File: src/hdl/hypsq_pkg.sv
// constants, widths and state type for the hypotenuse approximation block
package hypsq_pkg;

    localparam int LEG_WIDTH = 16;
    localparam int FRAC_BITS = 16;

    // output field width
    localparam int HYP_W = 33;

    // root width, square sum width, newton numerator width
    localparam int R_W   = LEG_WIDTH + 1;
    localparam int N_W   = 2 * LEG_WIDTH + 1;
    localparam int M_W   = 2 * R_W + 1;
    // square root shift source, quotient, shared subtractor
    localparam int SQ_W  = 2 * R_W;
    localparam int Q_W   = R_W + FRAC_BITS;
    localparam int SUB_W = R_W + 3;
    localparam int CNT_W = $clog2(Q_W + 1);

    typedef enum logic [2:0] {
        S_IDLE,
        S_SQA,
        S_SQB,
        S_ROOT,
        S_PICK,
        S_JSQ,
        S_DIV,
        S_OUT
    } t_state;

endpackage

File: src/hdl/hypotenuse_approx_sqrt.sv
// hypotenuse approximation: squares, bitwise square root, one newton step
// sequence from an accepted item to o_valid: multiply states S_SQA and S_SQB,
//   bitwise root steps, setup states S_PICK and S_JSQ, division steps on the shared subtractor
// zero leg: result shows in the cycle after the item is accepted
// one item at a time: a new item is taken only after the result has been accepted
// reset: synchronous active-low i_rst_n returns the sequencer to idle
module hypotenuse_approx_sqrt (
    input  logic                                i_clk,
    input  logic                                i_rst_n,
    input  logic                                i_valid,
    output logic                                o_stall,
    input  logic [hypsq_pkg::LEG_WIDTH-1:0]     i_leg_a,
    input  logic [hypsq_pkg::LEG_WIDTH-1:0]     i_leg_b,
    output logic                                o_valid,
    input  logic                                i_stall,
    output logic [hypsq_pkg::HYP_W-1:0]         o_hypotenuse,
    output logic                                o_leg_error
);

    hypsq_pkg::t_state r_state, n_state;
    logic [hypsq_pkg::CNT_W-1:0]     r_cnt, n_cnt;

    logic [hypsq_pkg::LEG_WIDTH-1:0] r_a, r_b, n_a, n_b;
    logic                            r_err, n_err;
    logic [hypsq_pkg::N_W-1:0]       r_n, n_n;
    logic [hypsq_pkg::SQ_W-1:0]      r_sq, n_sq;
    logic [hypsq_pkg::SUB_W-1:0]     r_rem, n_rem;
    logic [hypsq_pkg::R_W-1:0]       r_root, n_root;
    logic [hypsq_pkg::R_W-1:0]       r_j, n_j;
    logic [hypsq_pkg::Q_W-1:0]       r_num, n_num;

    logic                            w_accept;
    logic                            w_zero_leg;
    logic [hypsq_pkg::R_W-1:0]       w_mul;
    logic [2*hypsq_pkg::R_W-1:0]     w_prod;
    logic [hypsq_pkg::M_W-1:0]       w_m;
    logic [hypsq_pkg::SUB_W-1:0]     w_opa, w_opb;
    logic [hypsq_pkg::SUB_W:0]       w_diff;
    logic                            w_ge;

    assign w_accept   = i_valid && (r_state == hypsq_pkg::S_IDLE);
    assign w_zero_leg = (i_leg_a == '0) || (i_leg_b == '0);

    // shared multiplier: a*a, b*b, then j*j
    always_comb begin
        unique case (r_state)
            hypsq_pkg::S_SQA: w_mul = hypsq_pkg::R_W'(r_a);
            hypsq_pkg::S_SQB: w_mul = hypsq_pkg::R_W'(r_b);
            default:          w_mul = r_j;
        endcase
    end

    assign w_prod = {{hypsq_pkg::R_W{1'b0}}, w_mul} * {{hypsq_pkg::R_W{1'b0}}, w_mul};
    assign w_m    = hypsq_pkg::M_W'(r_n) + hypsq_pkg::M_W'(w_prod);

    // shared compare and subtract unit
    always_comb begin
        unique case (r_state)
            hypsq_pkg::S_ROOT: begin
                w_opa = {r_rem[hypsq_pkg::SUB_W-3:0], r_sq[hypsq_pkg::SQ_W-1 -: 2]};
                w_opb = hypsq_pkg::SUB_W'({r_root, 2'b01});
            end
            hypsq_pkg::S_PICK: begin
                // root - rem borrows when rem > root: nearest root is root + 1
                w_opa = hypsq_pkg::SUB_W'(r_root);
                w_opb = r_rem;
            end
            default: begin
                w_opa = {r_rem[hypsq_pkg::SUB_W-2:0], r_num[hypsq_pkg::Q_W-1]};
                w_opb = hypsq_pkg::SUB_W'({r_j, 1'b0});
            end
        endcase
    end

    assign w_diff = {1'b0, w_opa} - {1'b0, w_opb};
    assign w_ge   = !w_diff[hypsq_pkg::SUB_W];

    // next state
    always_comb begin
        n_state = r_state;
        unique case (r_state)
            hypsq_pkg::S_IDLE: begin
                if (i_valid) begin
                    n_state = w_zero_leg ? hypsq_pkg::S_OUT : hypsq_pkg::S_SQA;
                end
            end
            hypsq_pkg::S_SQA:  n_state = hypsq_pkg::S_SQB;
            hypsq_pkg::S_SQB:  n_state = hypsq_pkg::S_ROOT;
            hypsq_pkg::S_ROOT: begin
                if (r_cnt == '0) begin
                    n_state = hypsq_pkg::S_PICK;
                end
            end
            hypsq_pkg::S_PICK: n_state = hypsq_pkg::S_JSQ;
            hypsq_pkg::S_JSQ:  n_state = hypsq_pkg::S_DIV;
            hypsq_pkg::S_DIV: begin
                if (r_cnt == '0) begin
                    n_state = hypsq_pkg::S_OUT;
                end
            end
            hypsq_pkg::S_OUT: begin
                if (!i_stall) begin
                    n_state = hypsq_pkg::S_IDLE;
                end
            end
            default: n_state = hypsq_pkg::S_IDLE;
        endcase
    end

    // handshake outputs
    always_comb begin
        o_stall = (r_state != hypsq_pkg::S_IDLE);
        o_valid = (r_state == hypsq_pkg::S_OUT);
    end

    // datapath next values
    always_comb begin
        n_cnt  = r_cnt;
        n_a    = r_a;
        n_b    = r_b;
        n_err  = r_err;
        n_n    = r_n;
        n_sq   = r_sq;
        n_rem  = r_rem;
        n_root = r_root;
        n_j    = r_j;
        n_num  = r_num;
        unique case (r_state)
            hypsq_pkg::S_IDLE: begin
                if (w_accept) begin
                    n_a   = i_leg_a;
                    n_b   = i_leg_b;
                    n_err = w_zero_leg;
                    n_num = '0;
                end
            end
            hypsq_pkg::S_SQA: begin
                n_n = hypsq_pkg::N_W'(w_prod);
            end
            hypsq_pkg::S_SQB: begin
                n_n    = r_n + hypsq_pkg::N_W'(w_prod);
                n_sq   = hypsq_pkg::SQ_W'(r_n + hypsq_pkg::N_W'(w_prod));
                n_rem  = '0;
                n_root = '0;
                n_cnt  = hypsq_pkg::CNT_W'(hypsq_pkg::R_W - 1);
            end
            hypsq_pkg::S_ROOT: begin
                n_sq  = {r_sq[hypsq_pkg::SQ_W-3:0], 2'b00};
                n_cnt = r_cnt - 1'b1;
                if (w_ge) begin
                    n_rem  = w_diff[hypsq_pkg::SUB_W-1:0];
                    n_root = {r_root[hypsq_pkg::R_W-2:0], 1'b1};
                end else begin
                    n_rem  = w_opa;
                    n_root = {r_root[hypsq_pkg::R_W-2:0], 1'b0};
                end
            end
            hypsq_pkg::S_PICK: begin
                n_j = w_ge ? r_root : r_root + 1'b1;
            end
            hypsq_pkg::S_JSQ: begin
                // high part of n + j*j is below 2j, low part and fraction shift in
                n_rem = hypsq_pkg::SUB_W'(w_m[hypsq_pkg::M_W-1:hypsq_pkg::R_W]);
                n_num = hypsq_pkg::Q_W'(w_m[hypsq_pkg::R_W-1:0]) << hypsq_pkg::FRAC_BITS;
                n_cnt = hypsq_pkg::CNT_W'(hypsq_pkg::Q_W - 1);
            end
            hypsq_pkg::S_DIV: begin
                n_cnt = r_cnt - 1'b1;
                n_num = {r_num[hypsq_pkg::Q_W-2:0], w_ge};
                n_rem = w_ge ? w_diff[hypsq_pkg::SUB_W-1:0] : w_opa;
            end
            hypsq_pkg::S_OUT: begin
            end
            default: begin
            end
        endcase
    end

    always_ff @(posedge i_clk) begin
        if (!i_rst_n) begin
            r_state <= hypsq_pkg::S_IDLE;
            r_cnt   <= '0;
        end else begin
            r_state <= n_state;
            r_cnt   <= n_cnt;
        end
    end

    always_ff @(posedge i_clk) begin
        r_a    <= n_a;
        r_b    <= n_b;
        r_err  <= n_err;
        r_n    <= n_n;
        r_sq   <= n_sq;
        r_rem  <= n_rem;
        r_root <= n_root;
        r_j    <= n_j;
        r_num  <= n_num;
    end

    assign o_hypotenuse = hypsq_pkg::HYP_W'(r_num);
    assign o_leg_error  = r_err;

endmodule

File: config.mk
export PLATFORM = sky130hd
export DESIGN_NAME = hypotenuse_approx_sqrt
export DESIGN_NICKNAME = d
export VERILOG_FILES = /design/src/hdl/hypsq_pkg.sv /design/src/hdl/hypotenuse_approx_sqrt.sv
export SDC_FILE = /design/constraint.sdc
export NUM_CORES = 1
export LEC_CHECK = 0
export CORE_UTILIZATION = 50
export CTS_CLUSTER_DIAMETER = 200
export CTS_CLUSTER_SIZE = 16
export DETAILED_ROUTE_END_ITERATION = 8
export DONT_BUFFER_PORTS = 1
export GPL_ROUTABILITY_DRIVEN = 0
export GPL_TIMING_DRIVEN = 0
export SYNTH_ARGS = -nofsm -noshare
export SYNTH_HDL_FRONTEND = slang
export SYNTH_SLANG_ARGS = --single-unit
File: constraint.sdc
create_clock -name i_clk -period 15.2 [get_ports i_clk]
set_clock_uncertainty 0.15 [all_clocks]
set_input_delay 3.04 -clock i_clk [delete_from_list [all_inputs] [get_ports i_clk]]
set_output_delay 3.04 -clock i_clk [all_outputs]
set_load 0.02 [all_outputs]
* After elaboration in Yosys (flattened, before gate mapping) *
Cells that the tools add are included.

word-level totals
  output and inout bits = 36
  bits of input ports = 36
  bits in registers = 196

operators by class
  eq/ne operators = 12
  mux-type cells = 19
  add/subtract/negate cells = 6
  reduce and logical (&&, ||, !) cells = 16
  multipliers = 1

operators by type and width
  kind                                                 count
  case mux 33 bit (3 select lines)                     1
  case mux 20 bit (2 select lines)                     2
  case mux 17 bit (2 select lines)                     2
  case mux 34 bit (2 select lines)                     1
  case mux 33 bit (2 select lines)                     1
  case mux 20 bit (3 select lines)                     1
  adder 33 x 34 -> 35 bit                              1
  adder 33 x 33 -> 34 bit                              1
  multiplier 17 x 17 -> 34 bit                         1
  adder 33 bit                                         1
  2-to-1 mux 33 bit                                    1
  logical NOT 16 bit                                   2
  case mux 3 bit (8 select lines)                      1
  subtractor 20 x 20 -> 21 bit                         1
  2-to-1 mux 20 bit                                    1
  case mux 6 bit (3 select lines)                      1
  adder 17 x 1 -> 17 bit, second input constant        1
  2-to-1 mux 17 bit                                    1
  2-to-1 mux 3 bit                                     5
  equality test 3 bit, second input constant           4
  inequality test 2 bit, second input constant         5
  nonzero test 3 bit                                   3
  equality test 3 x 2 -> 1 bit, second input constant  2
  logical NOT 6 bit                                    1
  11 further kinds                                     13

* Depth between registers and ports, before layout *
  word-level depth = 5
  gate-level depth with buffers = 39
  gate-level depth less buffers = 36

* Worst setup path before layout *
No wires, ideal clock.

  kind = reg2reg
  start = register r_state[0]
  end = register r_sq[30] (netlist bit), data pin
  required time = 14,790 ps
  buffers on the path = 5
  cell stages (with the launch flop) = 35
  arrival time = 8,995 ps
  library setup time = 260 ps
  setup slack = 5,796 ps
  cell sequence = dfxtp_1 > nand2b_1 > buf_2 > a21oi_1 > buf_2 > buf_2 > o22a_1 > clkbuf_1 > nand2_1 > fa_1 > inv_1 > fa_1 > inv_1 > fa_1 > inv_1 > fa_1 > fa_1 > fa_1 > ha_1 > and2_1 > a311o_1 > a21o_1 > o31ai_4 > o22ai_2 > a21boi_1 > xnor2_1 > ha_1 > clkbuf_1 > nand3_1 > nor4_1 > a221oi_1 > o41ai_1 > a21oi_1 > xnor2_1 > mux2_2

between the ends
  cells in the longest elaborated chain, start to end = 5
  elaborated cells on any way between the ends = 7
  classes of those cells = add/sub: 1; mul: 1; eq/ne: 3; mux: 2

RTL lines
  item                                                                          RTL line                                                     source
  start: declaration                                                            hypotenuse_approx_sqrt.sv:20                                 hypsq_pkg::t_state r_state, n_state;
  start signal: assignment                                                      hypotenuse_approx_sqrt.sv:181                                r_state <= hypsq_pkg::S_IDLE;
  start signal: assignment                                                      hypotenuse_approx_sqrt.sv:184                                r_state <= n_state;
  equality test 3 x 2 -> 1 bit or equality test 3 x 1 -> 1 bit (tied branches)  hypotenuse_approx_sqrt.sv:46, hypotenuse_approx_sqrt.sv:128
  case mux 17 bit (2 select lines)                                              hypotenuse_approx_sqrt.sv:46                                 unique case (r_state)
  multiplier 17 x 17 -> 34 bit                                                  hypotenuse_approx_sqrt.sv:53                                 assign w_prod = {{hypsq_pkg::R_W{1'b0}}, w_mul} * {{hypsq_pkg::R_W{1'b0}}, w_mul};
  adder 33 x 33 -> 34 bit                                                       hypotenuse_approx_sqrt.sv:142                                n_sq = hypsq_pkg::SQ_W'(r_n + hypsq_pkg::N_W'(w_prod));
  case mux 34 bit (2 select lines) (*)                                          hypotenuse_approx_sqrt.sv:128                                unique case (r_state)
  via n_sq, one bit                                                             hypotenuse_approx_sqrt.sv:26                                 logic [hypsq_pkg::SQ_W-1:0] r_sq, n_sq;
  end signal: assignment                                                        hypotenuse_approx_sqrt.sv:194                                r_sq <= n_sq;
  end: declaration                                                              hypotenuse_approx_sqrt.sv:26

The timed path passes the listed nets; every way through them passes the cells marked *.
A chain may end at the register's enable or synchronous reset.

* Worst setup path after layout *
  start = register r_state[0]
  end = register r_rem[14] (netlist bit), data pin

between the ends
  cells in the longest elaborated chain, start to end = 5
  elaborated cells on any way between the ends = 15
  classes of those cells = add/sub: 2; mul: 1; eq/ne: 6; mux: 5; reduce/logical: 1

RTL lines
  item                                                                                  RTL line                                                                                    source
  equality test 3 x 2 -> 1 bit, or another cell as far along                            hypotenuse_approx_sqrt.sv:46, hypotenuse_approx_sqrt.sv:128
  case mux 17 bit (2 select lines) or case mux 20 bit (2 select lines) (tied branches)  hypotenuse_approx_sqrt.sv:46, hypotenuse_approx_sqrt.sv:58
  multiplier 17 x 17 -> 34 bit or subtractor 20 x 20 -> 21 bit (tied branches)          hypotenuse_approx_sqrt.sv:53, hypotenuse_approx_sqrt.sv:75
  adder 33 x 34 -> 35 bit or 2-to-1 mux 20 bit (tied branches)                          hypotenuse_approx_sqrt.sv:54, hypotenuse_approx_sqrt.sv:150, hypotenuse_approx_sqrt.sv:170
  case mux 20 bit (3 select lines) (*)                                                  hypotenuse_approx_sqrt.sv:128
  via n_rem, one bit                                                                    hypotenuse_approx_sqrt.sv:27                                                                logic [hypsq_pkg::SUB_W-1:0] r_rem, n_rem;
  end signal: assignment                                                                hypotenuse_approx_sqrt.sv:195                                                               r_rem <= n_rem;
  end: declaration                                                                      hypotenuse_approx_sqrt.sv:27

Marked as above.

==> results.md <==
- Run status: finished, violations left
- Violated checks: capacitance limit, slew limit
- Crit path max fanout: 42
- Synth cell count leaders: inv_1, nand2_1, fa_1
- Max stage delay cell, worst path: buf_2
- Die ar.: 39900 µm²
- Top-count cell post-synth: inv_1
- Peak Freq: around 0.083 GHz
- Post-synth top flop: edfxtp_1
- Fillcell total: about 3600
- Slew margin rel.: -0.0147
- Vias in the first global route: around 15000
- Postcts setup bufs: 0
- DR WL/cell: around 21 µm
- Pre-CTS setup slack: 3.26 ns
- Vias per inst: a little under 6
- PortBufs: 0
- Top cell type by total area after synthesis: edfxtp_1
- Synth top area cells: edfxtp_1, fa_1, ha_1
- Initial Util: 0.506
- Share of cells above drive strength 1: 0.0402
- Syn Inst Count: roughly 2000
- Post_cts resized: 0
- CTS tree: done
- Mapped Avg Cell Area: between 9 and 10 µm²
- Nets: roughly 2400
- DIE HEIGHT: roughly 200 µm
- R2R Path End: r_rem[14]
- Crit path top cell by count: fa_1
- Worst-skew pair later-pin latency: between 0.4 and 0.5 ns
- Cts bufs inserted: 17
- Setup TNS: 0 ns
- First-pass GRT wire length: about 85 mm
- IO Pins: 72
- Final period utilization: 0.795
- Synth Warn #: 0
- Clk slew on worst S/H paths: 0.08 ns
- Reg2reg start: r_state[0]
- Yosys cell types: 75
- Setup Viol. Count Final: 0
- DRT Pass-1 Iters: 5
- EDFF count, synth: between 150 and 200
- Worst Setup End Kind: flip-flop
- Post-route antenna net violation count: 0
- CTS Sinks: about 200
- Final max-slew violation count: 8
- Root Driver: clkbuf_16
- Post-Route WL: 55.3 mm
- Grt total ovfl: 0
- Min-delay src: r_cnt[3]
- RSZ-0062 raised after global routing: no
- Worst path required time: between 15 and 20 ns
- WP data arrival: 12.12 ns
- CTS Hold Bufs: 0
- # DRC: 0
- Initial antenna violation count: 0
- Layout area overhead: 6.63%
- CTS Buffer Depth: 2
- CP peak stage delay: between 0.9 and 1 ns
- Critical setup path kind: flip-flop to flip-flop
- PnR worst setup slack: about 3.1 ns
- CP Launch Type: flip-flop
- Max cap viols: 1
- Post-Syn Nets: 2421
- FF+latch count, synth: ~200
- Share of the synthesized area in the top cell type: 0.288
- Crit. Startpoint: r_state[0]
- Core area: approximately 39000 µm²
- Largest net degree at the start of global routing: between 40 and 50
- Final hold vios: 0
- DIE WIDTH: around 200 µm
- Asr flop ratio synth: 0
- Dpl hpwl: around 43 mm
- Syn Std Cell Area: around 20000 µm²
- Slew @ Worst Pin: around 1.5 ns
- Hold depth: 2
- Fin crit period: approximately 12 ns
- Register-to-register setup slack: ~3.1 ns
- Hold Slack: approximately 0.34 ns
- H-tree Lvls: 4
- Post-synthesis sequential area ratio: 0.297
- Routed vias: 15100
- Initial DRC count: between 1000 and 1500
- Tightest Hold Check Type: flip-flop to flip-flop
- R2r worst-path depth: 34
- Critical Path End: r_rem[14]
- # rows: about 70
- Total GRT Usage: 0.287
[worst min path at each step]
| stage | slack (ns) | endpoint |
|---|---|---|
| 2_1_floorplan | 0.30 | r_cnt[3] |
| 3_3_place_gp | 0.32 | r_cnt[3] |
| 3_5_place_dp | 0.33 | r_cnt[3] |
| 4_1_cts | 0.35 | r_cnt[3] |
| 5_1_grt | 0.38 | r_cnt[3] |
| 6_report | 0.34 | r_cnt[3] |
[worst max-delay path: cells and delay by family (launching register included)]
kind,cells,cell delay (ns)
AO/OA/AOI/OAI,9,2.76
XOR/XNOR,2,0.84
adder cells (fa/ha/maj),8,3.92
buffers and inverters,8,2.58
flip-flops,1,0.52
AND/OR/NAND/NOR,7,1.02
[through the flow]
step | util | area (µm²) | std cells
floorplan | - | 19500 | 2031
global placement | 0.523 | 20200 | 2549
detailed placement | 0.525 | 20200 | 2552
CTS | 0.540 | 20800 | 2584
global route | 0.540 | 20800 | 2584
finish | 0.540 | 20800 | 2585
[state kept, by name, summed over array words and instances (netlist names)]
register	count
r_sq	34
o_hypotenuse	33
r_n	33
r_rem	20
r_j	17
r_root	17
r_a	16
r_b	16
r_cnt	6
r_state	3
o_leg_error	1
[cell families after synthesis]
| logic type | count (synthesis) | synth area share |
|---|---|---|
| AND/OR/NAND/NOR | 567 | 0.129 |
| buffers and inverters | 376 | 0.0736 |
| AO/OA/AOI/OAI | 428 | 0.148 |
| flip-flops | 196 | 0.297 |
| adder cells (fa/ha/maj) | 356 | 0.302 |
| multiplexers | 16 | 0.00884 |
| XOR/XNOR | 92 | 0.0413 |
[cell usage in the layout (no fill, tap or decap), drive strengths merged, types with 34 or more instances in the layout]
cell,synthesis,routed
clkbuf,57,74
a21o,34,34
nand2,253,253
fa,193,193
nor2,151,151
xor2,39,39
inv,297,305
a21oi,102,102
and3,38,38
o21ai,101,101
edfxtp,187,187
ha,161,161
xnor2,53,53
[cell type report]
type	count	area, µm²	share of cell area
buffer	73	302	0.0145
clock buffer	17	425	0.0204
clock inverter	15	160	0.00769
timing repair buffer	3	47.5	0.00228
multi-input combinational	1459	12300	0.591
antenna	1	2.50	0.000120
sequential	196	5800	0.278
inverter	303	1140	0.0546
tap	518	648	0.0311
[routing by layer]
layer | up-vias | routed length (µm) | part of all wire | global-route usage
met5 | - | 0 | 0 | 0
met4 | 0 | 1530 | 0.028 | 0.0913
met3 | 91 | 4010 | 0.073 | 0.0489
met2 | 545 | 25700 | 0.47 | 0.460
met1 | 7497 | 24000 | 0.43 | 0.394
li1 | 6966 | - | - | -
Power is left out: the tool's default activity adds up to more than one toggle a clock period on the data nets, which glitch-free logic cannot reach.
